$ cat src/rtl/core/s3tc_pkg.sv
// Shared types, codes and constant-divide helpers for the S3TC block decoder.
package s3tc_pkg;

  localparam int DIM_W = 14;
  localparam int CRD_W = 13;
  localparam int CH_W = 8;
  localparam int DEF_MAX_DIMENSION = 8192;
  localparam logic [DIM_W-1:0] DEF_DIM = 14'd256;

  typedef enum logic [1:0] {
    FMT_DXT1 = 2'd0,
    FMT_DXT3 = 2'd1,
    FMT_DXT5 = 2'd2,
    FMT_RSVD = 2'd3   // decodes as DXT1
  } fmt_t;

  typedef enum logic [1:0] {
    REG_FORMAT = 2'd0,
    REG_WIDTH  = 2'd1,
    REG_HEIGHT = 2'd2
  } reg_idx_t;

  typedef struct packed {
    logic [63:0]      lo;
    logic [63:0]      hi;
    fmt_t             fmt;
    logic [15:0]      mask;
    logic [CRD_W-1:0] px;
    logic [CRD_W-1:0] py;
    logic             img_end;
  } blk_t;

  // col[entry][channel], channel 0 red, 1 green, 2 blue
  typedef struct packed {
    logic [3:0][2:0][CH_W-1:0] col;
    logic [7:0][CH_W-1:0]      alpha;
    logic [31:0]               cidx;
  } pal_t;

  // reciprocal multiplies, exact over the operand ranges used here
  function automatic logic [CH_W-1:0] div3(input logic [10:0] v);
    logic [22:0] p;
    p = 23'(v) * 23'd683;
    return p[18:11];
  endfunction

  function automatic logic [CH_W-1:0] div5(input logic [10:0] v);
    logic [24:0] p;
    p = 25'(v) * 25'd1639;
    return p[20:13];
  endfunction

  function automatic logic [CH_W-1:0] div7(input logic [10:0] v);
    logic [24:0] p;
    p = 25'(v) * 25'd2341;
    return p[21:14];
  endfunction

endpackage

$ cat src/rtl/core/s3tc_block_decoder_core.sv
// An input block passes the input stage register, the emitter's block register and the
// output register. One texel per cycle while the output is not stalled; a block sends
// only its unclipped texels (16 inside the image), a fully clipped block sends none.
// The input stage accepts the next block while the emitter works through the current one.
// Reset (rst, synchronous): format DXT1, width and height 256, block counters 0, pipeline empty.
module s3tc_block_decoder_core #(
  parameter int MAX_DIMENSION = s3tc_pkg::DEF_MAX_DIMENSION
) (
  input  logic                       clk,
  input  logic                       rst,
  input  logic                       s_tvalid,
  output logic                       s_tready,
  input  logic [127:0]               s_tdata,   // block_lo[63:0], block_hi[127:64]
  output logic                       m_tvalid,
  input  logic                       m_tready,
  // texel_x[12:0], texel_y[25:13], red[33:26], green[41:34], blue[49:42],
  // alpha[57:50], zero[63:58]
  output logic [63:0]                m_tdata,
  output logic                       m_tlast,   // last_in_block
  output logic                       m_tuser,   // last_in_image
  input  logic                       cfg_we,
  input  logic [1:0]                 cfg_index,
  input  logic [s3tc_pkg::DIM_W-1:0] cfg_data
);
  import s3tc_pkg::*;

  localparam int BLOCKS = (MAX_DIMENSION + 3) / 4;
  localparam int BLK_W = (BLOCKS > 1) ? $clog2(BLOCKS) : 1;
  localparam int XW = DIM_W + 1;
  localparam logic [XW-1:0] MAX_D = XW'(MAX_DIMENSION);

  fmt_t             texture_format;
  logic [DIM_W-1:0] image_width;
  logic [DIM_W-1:0] image_height;
  logic [BLK_W-1:0] col;
  logic [BLK_W-1:0] row;
  logic [BLK_W-1:0] col_next;
  logic [BLK_W-1:0] row_next;

  logic [DIM_W-1:0] w_c;
  logic [DIM_W-1:0] h_c;
  logic [XW-1:0]    wsum;
  logic [XW-1:0]    hsum;
  logic [DIM_W-1:0] bx_cnt;
  logic [DIM_W-1:0] by_cnt;
  logic             col_end;
  logic             row_end;
  logic [3:0]       col_ok;
  logic [3:0]       row_ok;
  logic [15:0]      mask;

  logic             s_accept;
  logic             a_valid;
  logic             a_take;
  blk_t             a_blk;
  pal_t             pal;

  logic [CRD_W-1:0] texel_x;
  logic [CRD_W-1:0] texel_y;
  logic [CH_W-1:0]  red;
  logic [CH_W-1:0]  green;
  logic [CH_W-1:0]  blue;
  logic [CH_W-1:0]  alpha;

  always_ff @(posedge clk) begin
    if (rst) begin
      texture_format <= FMT_DXT1;
      image_width <= DEF_DIM;
      image_height <= DEF_DIM;
    end else if (cfg_we) begin
      unique case (reg_idx_t'(cfg_index))
        REG_FORMAT: texture_format <= fmt_t'(cfg_data[1:0]);
        REG_WIDTH:  image_width <= cfg_data;
        REG_HEIGHT: image_height <= cfg_data;
        default:    ;
      endcase
    end
  end

  always_comb begin
    if (image_width == '0) begin
      w_c = DIM_W'(1);
    end else if ({1'b0, image_width} > MAX_D) begin
      w_c = MAX_D[DIM_W-1:0];
    end else begin
      w_c = image_width;
    end
    if (image_height == '0) begin
      h_c = DIM_W'(1);
    end else if ({1'b0, image_height} > MAX_D) begin
      h_c = MAX_D[DIM_W-1:0];
    end else begin
      h_c = image_height;
    end
  end

  assign wsum = {1'b0, w_c} + XW'(3);
  assign hsum = {1'b0, h_c} + XW'(3);
  assign bx_cnt = DIM_W'(wsum[XW-1:2]);
  assign by_cnt = DIM_W'(hsum[XW-1:2]);
  assign col_end = (DIM_W'(col) + DIM_W'(1)) >= bx_cnt;
  assign row_end = (DIM_W'(row) + DIM_W'(1)) >= by_cnt;
  assign col_next = col_end ? '0 : col + BLK_W'(1);
  assign row_next = !col_end ? row : (row_end ? '0 : row + BLK_W'(1));

  always_comb begin
    for (int j = 0; j < 4; j++) begin
      col_ok[j] = (XW'({col, 2'b00}) + XW'(j)) < {1'b0, w_c};
      row_ok[j] = (XW'({row, 2'b00}) + XW'(j)) < {1'b0, h_c};
    end
    for (int i = 0; i < 16; i++) begin
      mask[i] = col_ok[i % 4] && row_ok[i / 4];
    end
  end

  assign s_tready = !a_valid || a_take;
  assign s_accept = s_tvalid && s_tready;

  always_ff @(posedge clk) begin
    if (rst) begin
      col <= '0;
      row <= '0;
      a_valid <= 1'b0;
    end else begin
      if (s_accept) begin
        col <= col_next;
        row <= row_next;
        a_valid <= 1'b1;
      end else if (a_take) begin
        a_valid <= 1'b0;
      end
    end
  end

  always_ff @(posedge clk) begin
    if (s_accept) begin
      a_blk.lo <= s_tdata[63:0];
      a_blk.hi <= s_tdata[127:64];
      a_blk.fmt <= texture_format;
      a_blk.mask <= mask;
      a_blk.px <= CRD_W'({col, 2'b00});
      a_blk.py <= CRD_W'({row, 2'b00});
      a_blk.img_end <= col_end && row_end;
    end
  end

  s3tc_palette u_palette (
    .blk (a_blk),
    .pal (pal)
  );

  s3tc_emit u_emit (
    .clk       (clk),
    .rst       (rst),
    .blk_valid (a_valid),
    .blk       (a_blk),
    .pal       (pal),
    .blk_take  (a_take),
    .out_valid (m_tvalid),
    .out_ready (m_tready),
    .texel_x   (texel_x),
    .texel_y   (texel_y),
    .red       (red),
    .green     (green),
    .blue      (blue),
    .alpha     (alpha),
    .last_blk  (m_tlast),
    .last_img  (m_tuser)
  );

  assign m_tdata = {6'b000000, alpha, blue, green, red, texel_y, texel_x};

  a_stage_fill: assert property (@(posedge clk) disable iff (rst)
    s_accept |=> a_valid)
    else $error("accepted block missing from the input stage");

  a_stage_hold: assert property (@(posedge clk) disable iff (rst)
    a_valid && !a_take |=> a_valid && $stable(a_blk))
    else $error("input stage lost or changed a waiting block");

endmodule

$ cat src/rtl/core/s3tc_palette.sv
// Colour and alpha palette builder for one compressed block.
module s3tc_palette (
  input  s3tc_pkg::blk_t blk,
  output s3tc_pkg::pal_t pal
);
  import s3tc_pkg::*;

  logic [63:0]          cb;
  logic [15:0]          c0;
  logic [15:0]          c1;
  logic [2:0][CH_W-1:0] e0;
  logic [2:0][CH_W-1:0] e1;
  logic [CH_W-1:0]      a0;
  logic [CH_W-1:0]      a1;
  logic [8:0]           mean;

  assign cb = (blk.fmt == FMT_DXT3 || blk.fmt == FMT_DXT5) ? blk.hi : blk.lo;
  assign c0 = cb[15:0];
  assign c1 = cb[31:16];
  assign e0[0] = {c0[15:11], 3'b000};
  assign e0[1] = {c0[10:5], 2'b00};
  assign e0[2] = {c0[4:0], 3'b000};
  assign e1[0] = {c1[15:11], 3'b000};
  assign e1[1] = {c1[10:5], 2'b00};
  assign e1[2] = {c1[4:0], 3'b000};
  assign a0 = blk.lo[7:0];
  assign a1 = blk.lo[15:8];

  always_comb begin
    mean = '0;
    pal.cidx = cb[63:32];
    for (int k = 0; k < 3; k++) begin
      pal.col[0][k] = e0[k];
      pal.col[1][k] = e1[k];
      if (c0 > c1) begin
        pal.col[2][k] = div3(11'({e0[k], 1'b0}) + 11'(e1[k]));
        pal.col[3][k] = div3(11'(e0[k]) + 11'({e1[k], 1'b0}));
      end else begin
        mean = 9'(e0[k]) + 9'(e1[k]);
        pal.col[2][k] = mean[8:1];
        pal.col[3][k] = '0;
      end
    end
    pal.alpha[0] = a0;
    pal.alpha[1] = a1;
    if (a0 > a1) begin
      for (int i = 1; i <= 6; i++) begin
        pal.alpha[i+1] = div7(11'(a0) * 11'(7 - i) + 11'(a1) * 11'(i));
      end
    end else begin
      for (int i = 1; i <= 4; i++) begin
        pal.alpha[i+1] = div5(11'(a0) * 11'(5 - i) + 11'(a1) * 11'(i));
      end
      pal.alpha[6] = '0;
      pal.alpha[7] = 8'hFF;
    end
  end

endmodule

$ cat src/rtl/core/s3tc_emit.sv
// Texel emitter: holds one decoded block and sends its unclipped texels one per cycle unless stalled.
module s3tc_emit (
  input  logic                        clk,
  input  logic                        rst,
  input  logic                        blk_valid,
  input  s3tc_pkg::blk_t              blk,
  input  s3tc_pkg::pal_t              pal,
  output logic                        blk_take,
  output logic                        out_valid,
  input  logic                        out_ready,
  output logic [s3tc_pkg::CRD_W-1:0]  texel_x,
  output logic [s3tc_pkg::CRD_W-1:0]  texel_y,
  output logic [s3tc_pkg::CH_W-1:0]   red,
  output logic [s3tc_pkg::CH_W-1:0]   green,
  output logic [s3tc_pkg::CH_W-1:0]   blue,
  output logic [s3tc_pkg::CH_W-1:0]   alpha,
  output logic                        last_blk,
  output logic                        last_img
);
  import s3tc_pkg::*;

  logic [15:0]      mask;
  logic [15:0]      mask_rest;
  logic [CRD_W-1:0] px;
  logic [CRD_W-1:0] py;
  logic             img_end;
  fmt_t             fmt;
  logic [63:0]      lo;
  pal_t             pal_r;

  logic [3:0]       idx;
  logic [4:0]       coff;
  logic [5:0]       doff;
  logic [5:0]       aoff;
  logic [1:0]       ci;
  logic [3:0]       nib;
  logic [CH_W-1:0]  a_val;
  logic             out_ok;
  logic             step;
  logic             final_t;
  logic             load;

  always_comb begin
    idx = '0;
    for (int i = 15; i >= 0; i--) begin
      if (mask[i]) begin
        idx = 4'(i);
      end
    end
  end

  assign mask_rest = mask & (mask - 16'd1);
  assign out_ok = !out_valid || out_ready;
  assign step = (mask != '0) && out_ok;
  assign final_t = (mask_rest == '0);
  assign load = (mask == '0) || (step && final_t);
  assign blk_take = load && blk_valid;

  assign coff = {idx, 1'b0};
  assign doff = {idx, 2'b00};
  assign aoff = 6'd16 + {2'b00, idx} * 6'd3;
  assign ci = pal_r.cidx[coff +: 2];
  assign nib = lo[doff +: 4];

  always_comb begin
    unique case (fmt)
      FMT_DXT3: a_val = {nib, nib};
      FMT_DXT5: a_val = pal_r.alpha[lo[aoff +: 3]];
      default:  a_val = 8'hFF;
    endcase
  end

  always_ff @(posedge clk) begin
    if (rst) begin
      mask <= '0;
    end else if (blk_take) begin
      mask <= blk.mask;
    end else if (step) begin
      mask <= mask_rest;
    end
  end

  always_ff @(posedge clk) begin
    if (blk_take) begin
      px <= blk.px;
      py <= blk.py;
      img_end <= blk.img_end;
      fmt <= blk.fmt;
      lo <= blk.lo;
      pal_r <= pal;
    end
  end

  always_ff @(posedge clk) begin
    if (rst) begin
      out_valid <= 1'b0;
    end else if (out_ok) begin
      out_valid <= step;
    end
  end

  always_ff @(posedge clk) begin
    if (step) begin
      texel_x <= px + CRD_W'(idx[1:0]);
      texel_y <= py + CRD_W'(idx[3:2]);
      red <= pal_r.col[ci][0];
      green <= pal_r.col[ci][1];
      blue <= pal_r.col[ci][2];
      alpha <= a_val;
      last_blk <= final_t;
      last_img <= final_t && img_end;
    end
  end

  a_mask_hold: assert property (@(posedge clk) disable iff (rst)
    (mask != '0) && !out_ok |=> $stable(mask))
    else $error("texel mask changed while output stalled");

  a_img_in_blk: assert property (@(posedge clk) disable iff (rst)
    out_valid && last_img |-> last_blk)
    else $error("image end flagged on a texel that does not end its block");

  a_rise_src: assert property (@(posedge clk) disable iff (rst)
    $rose(out_valid) |-> $past(mask != '0))
    else $error("output valid without a pending texel");

endmodule

$ cat config.mk
export PLATFORM = sky130hd
export DESIGN_NAME = s3tc_block_decoder_core
export DESIGN_NICKNAME = d
export VERILOG_FILES = /design/src/rtl/core/s3tc_pkg.sv /design/src/rtl/core/s3tc_block_decoder_core.sv /design/src/rtl/core/s3tc_palette.sv /design/src/rtl/core/s3tc_emit.sv
export SDC_FILE = /design/constraint.sdc
export NUM_CORES = 2
export LEC_CHECK = 0
export ABC_AREA = 1
export BUFFER_PORTS_ARGS = -buffer_cell sky130_fd_sc_hd__buf_2
export CAP_MARGIN = 20
export CORE_ASPECT_RATIO = 2
export CORE_MARGIN = 3
export CORE_UTILIZATION = 30
export DETAILED_ROUTE_END_ITERATION = 8
export PLACE_DENSITY = 0.54
export RECOVER_POWER = 100
export SLEW_MARGIN = 20
export SYNTH_ARGS = -nofsm -noshare
export SYNTH_HDL_FRONTEND = slang
export SYNTH_SLANG_ARGS = --single-unit
export TNS_END_PERCENT = 100
$ cat constraint.sdc
create_clock -name clk -period 21.5 [get_ports clk]
set_clock_uncertainty 0.2 [all_clocks]
set_input_delay 3.225 -clock clk [delete_from_list [all_inputs] [get_ports clk]]
set_output_delay 3.225 -clock clk [all_outputs]
set_load 0.02 [all_outputs]
Word-level counts from Yosys, hierarchy flattened:

Cells that the tools add are included.

* magnitude comparators: 16
* add/sub/neg operators: 35
* muxes and demuxes: 36
* bitwise gates (word level): 1
* $mul: 23
* equal/unequal tests: 6
* reduce and logical (&&, ||, !) cells: 40
* shift operators: 3

Operators by type and width (count)
* $mul 11x12->22 const B: 6
* $mul 11x10->19 const B: 6
* $lt 14x14->1: 6
* $mul 11x11->21 const B: 4
* $mux 4: 16
* $mux 64: 1
* $shiftx 64x7->3: 1
* $shiftx 64x7->4: 1
* $add 13x2->14 const B: 4
* $mux 14: 4
* $bmux 24 s2: 1
* $mul 8x2->10 const B: 4
* $logic_not 16->1: 2
* $mux 16: 2
* $mux 32: 1
* $mux 8: 4
* $shiftx 32x6->2: 1
* $add 14x2->15 const B: 2
* $add 8x9->10: 3
* $add 9x8->10: 3
* $add 13x1->14 const B: 2
* $gt 14x14->1 const B: 2
* $logic_not 14->1: 2
* $lt 13x14->1: 2
* other kinds (37): 80

* word-level logic and storage cells: 209
* register bits after elaboration: 564

Logic depth before layout (Yosys ltp):

* word-level depth: 22
* depth in mapped cells: 41

By module:

Synthesis repeated with hierarchy kept, for this count alone.

* cells, all modules: 7096
* area, all modules: 61889.4 um2

Modules (own cells, without submodules)
* s3tc_palette: sequential area each 0.0 um2, instances 1, area an instance 35834.4 um2, cells each 4676
* s3tc_emit: sequential area each 10700.3 um2, instances 1, area an instance 16241.8 um2, cells each 1486
* s3tc_block_decoder_core: sequential area each 6135.9 um2, instances 1, area an instance 9813.2 um2, cells each 934

Worst setup path after synthesis:

OpenSTA, ideal clock, no wires.

* path kind: input port to output port
* start: in m_tready
* end: out s_tready
* path slack: 11528 ps
* cell stages on the path: 4
* arrival: 6547 ps
* buffers on the path: 0
* required time: 18075 ps
* cell sequence: nor2_1 > nor2_1 > inv_1 > o211ai_2

* word-level cells in the longest chain between the ends: 6

RTL lines
* start: declaration: RTL line s3tc_block_decoder_core.sv:15 `input logic m_tready,`
* $logic_or 1x1->1: RTL line s3tc_emit.sv:53 `assign out_ok = !out_valid || out_ready;`
* $logic_and 1x1->1: RTL line s3tc_emit.sv:54 `assign step = (mask != '0) && out_ok;`
* via u_emit.step: RTL line s3tc_emit.sv:39 `logic step;`
* $logic_and 1x1->1: RTL line s3tc_emit.sv:56 `assign load = (mask == '0) || (step && final_t);`
* $logic_or 1x1->1: RTL line s3tc_emit.sv:56
* $logic_and 1x1->1: RTL line s3tc_emit.sv:57 `assign blk_take = load && blk_valid;`
* $logic_or 1x1->1: RTL line s3tc_block_decoder_core.sv:116 `assign s_tready = !a_valid || a_take;`
* end: declaration: RTL line s3tc_block_decoder_core.sv:12 `output logic s_tready,`

The timed path passes the listed nets, and every way through them passes these cells.

Final worst setup path:

* start: reg u_emit.mask[14]
* end: reg u_emit.alpha[5] (netlist bit), data pin

* word-level cells in the longest chain between the ends: 21
* elaborated cells between the ends (all ways): 22
* classes of those cells: add/sub: 1; mul: 1; shift: 2; mux: 18

RTL lines
* start: declaration: RTL line s3tc_emit.sv:22 `logic [15:0] mask;`
* start signal: assignment: RTL line s3tc_emit.sv:77 `mask <= blk.mask;`
* start signal: assignment: RTL line s3tc_emit.sv:79 `mask <= mask_rest;`
* $mux 4 * (15 in a row): RTL line s3tc_emit.sv:46 `if (mask[i]) begin`
* $mul 4x2->6: RTL line s3tc_emit.sv:61 `assign aoff = 6'd16 + {2'b00, idx} * 6'd3;`
* $add 5x6->6: RTL line s3tc_emit.sv:61
* $shiftx 64x7->3: RTL line s3tc_emit.sv:68 `FMT_DXT5: a_val = pal_r.alpha[lo[aoff +: 3]];`
* $bmux 8 s3: RTL line s3tc_emit.sv:68
* $mux 8 (not written as such): RTL line s3tc_emit.sv:68
* $pmux 8 s2 *: RTL line s3tc_emit.sv:66 `unique case (fmt)`
* via u_emit.a_val[5]: RTL line s3tc_emit.sv:37 `logic [CH_W-1:0] a_val;`
* end signal: assignment: RTL line s3tc_emit.sv:109 `alpha <= a_val;`
* end: declaration: RTL line s3tc_emit.sv:16 `output logic [s3tc_pkg::CH_W-1:0] alpha,`

The timed path passes the listed nets; every way through them passes the cells marked *. The select of a mux whose other input is x is not followed.
A chain may end at the register's enable or synchronous reset.

==> impl_metrics.ini <==
[outcome]
violations = max-capacitance violations, max-slew violations
status = complete, but fails checks

[final_layout]
fin_area_sq_um = 60500
fillers = 18800
final_cell_count_no_fill = 8479
final_layout_size_suffix_gt1_frac = 0.0424
syn_to_final_growth_pct = 10.3
fin_nets = 7713

[route]
drt_iter0_markers = 2027
drc = 0
vias = 41700
wire_per_inst_um = 19.6
antenna_left = 0
via_per_inst = 4.92
routed_wl_um = 167000
dr.pass1.iters = 5

[critical_path]
critPathTopFamily = simple AND/OR/NAND/NOR gates
cp-end-kind = flop
worstReg2RegEnd = u_emit.alpha[5]$_DFFE_PP_
crit_slowest_cell = nand2_1
critPathMaxFanout = 99
critPathArrivalTime_ps = 14130
setup.worst_path.class = reg -> reg
ff2ff_path_depth = 33
crit_start = u_emit.mask[14]$_SDFFE_PP0P_
required_ps = 21800
path_common_cell = nand2_1
path_depth = 33
r2r_slack_ps = 7670
crit_buf_inv = 5
reg2reg_from = u_emit.mask[14]$_SDFFE_PP0P_
critPathMaxStageDelay_ps = 2530
start_kind = flop
cp-endpoint = u_emit.alpha[5]$_DFFE_PP_

[clock_tree]
htreeDepth = 3
clkTransAtPathRegs_ps = 70
root_buffer = clkbuf_16
clk_latency_ps = 690
clock_sinks = 548
cts_tree = yes
ctsResizeCount = 0
post_cts_buffers = 0
numCtsBuffers = 66
clk_path_buf_depth = 3
ctsHoldBuffers = 0

[sta]
max_freq_ghz = 0.0723
rsz0062_at_grt = no
setup_viol = 0
min_period_ps = 13830
worst_pin_slew_ps = 5720
drv_slew = 897
min_period_over_period = 0.643
finalSetupTns_ps = 0
hold_viol_final = 0
slew_headroom = -2.84

[synthesis]
ys.flop_type = edfxtp_1
ys_seq_area_frac = 0.287
yosys.area_share.adder = 0.381
async_reset_ff_frac = 0
ys_ff_latch = 548
syn_avg_cell_area_sq_um = 9.34
synthSimpleGateAreaFrac = 0.120
synth-edff-count = 478
syn_inst = 5872
synth_compound_gate_area_share = 0.0872
yosysMostFrequentCell = ha_1
yosys.area.top_type = ha_1
synth_xor_area_frac = 0.0292
synthTopCellsByArea = ha_1 (26%), edfxtp_1 (26%), fa_1 (12%)
yosys.area.top_type_share = 0.264
ys_top_cells_by_count = ha_1 (1157), inv_1 (1119), nand2_1 (796)
yosysWarnings = 0
synth_mux_area_frac = 0.00657
synthesis.area_sq_um = 54900
synth_top_family_by_area = adder cells
synth_cell_types = 58

[grt]
grt_pass1_vias = 44100
grt_max_degree = 110
grt_antenna_before_repair = 16
grt-ovfl-total = 0
grt_pass1_wl_um = 252000
grt.total_usage = 0.176

[worst_hold_path]
hp-class = reg -> reg

[die]
die_x_um = 308
core_sq_um = 181000
io_pins = 217
initial_core_util = 0.302
fp-row-count = 221
die_area_sq_um = 188000
die_h_um = 611

[placed_design]
placed_area_sq_um = 58600
hpwlAfterDp_um = 135000
gp_congestion = 0.950
dp.cells = 8357
port_buffers = 210

[run]
drv_cap = 18
-- state kept, by name (all words and copies together) (netlist names), 2 cells and up --
register        count
a_blk             169
col                11
image_height       14
image_width        14
row                11
texture_format      2
u_emit.alpha        8
u_emit.blue         8
u_emit.fmt          2
u_emit.green        8
u_emit.lo          50
u_emit.mask        16
u_emit.pal_r      174
u_emit.px          11
u_emit.py          11
u_emit.red          8
u_emit.texel_x     13
u_emit.texel_y     13
-- per-layer routing --
layer | part of all wire | vias to the layer above | global-route usage | wire length (um)
met5 | 0.00016 | - | 0 | 27
met1 | 0.37 | 20200 | 0.183 | 61000
met2 | 0.54 | 983 | 0.343 | 90100
li1 | - | 20100 | - | -
met3 | 0.036 | 377 | 0.0190 | 6030
met4 | 0.057 | 4 | 0.0907 | 9480
-- cells in the final DEF, fill, tap and decap left out, types with 92 or more instances in the layout --
cell type,count
a21oi_1,378
buf_2,92
clkbuf_1,158
edfxtp_1,478
fa_1,322
ha_1,1157
inv_1,1121
nand2_1,801
nand3_1,302
nor2_1,306
o21ai_0,239
xor2_1,114
-- metrics by stage --
stage,hold slack [ps],worst slack [ps],util
finish,210,7670,0.334
global route,214,6640,0.334
CTS,213,12850,0.335
detailed placement,205,12890,0.323
global placement,200,12850,0.323
floorplan,200,11530,-
-- worst register-to-register path, delay by kind of cell, from the launching register on --
family | cells | cell delay [ps]
AND/OR/NAND/NOR | 26 | 8010
buffers and inverters | 5 | 4120
adder cells (fa/ha/maj) | 1 | 810
flip-flops | 1 | 350
AO/OA/AOI/OAI | 1 | 200
-- final cells by class --
cell class	instances	area (sq um)	area share
timing repair buffer	245	1060	0.0176
multi-input combinational	4091	34300	0.566
tap	2341	2930	0.0484
clock inverter	37	499	0.00825
inverter	1133	4260	0.0703
antenna	3	7.51	0.000124
sequential	548	15800	0.260
clock buffer	81	1730	0.0286
-- kinds of logic (layout without fill, tap and decap cells) --
kind of cell | Yosys count | count (layout)
AND/OR/NAND/NOR | 1548 | 1548
adder cells (fa/ha/maj) | 1479 | 1479
buffers and inverters | 1238 | 1496
AO/OA/AOI/OAI | 843 | 843
flip-flops | 548 | 548
XOR/XNOR | 183 | 183
multiplexers | 32 | 32
other | 1 | 9
-- how the worst min path moves through the flow --
stage | to | slack [ps] | from | cells past startpoint
after floorplan | u_emit.img_end$_DFFE_PP_ | 200 | a_blk[0]$_DFFE_PP_ | 0
after detailed placement | u_emit.px[2]$_DFFE_PP_ | 200 | a_blk[16]$_DFFE_PP_ | 0
after global placement | u_emit.px[10]$_DFFE_PP_ | 200 | a_blk[24]$_DFFE_PP_ | 0
after CTS | u_emit.texel_x[4]$_DFFE_PP_ | 210 | u_emit.px[4]$_DFFE_PP_ | 0
after global routing | u_emit.texel_x[4]$_DFFE_PP_ | 210 | u_emit.px[4]$_DFFE_PP_ | 0
final | u_emit.texel_x[4]$_DFFE_PP_ | 210 | u_emit.px[4]$_DFFE_PP_ | 0
Power is left out: the tool's default activity adds up to more than one toggle a clock period on the data nets, which glitch-free logic cannot reach.
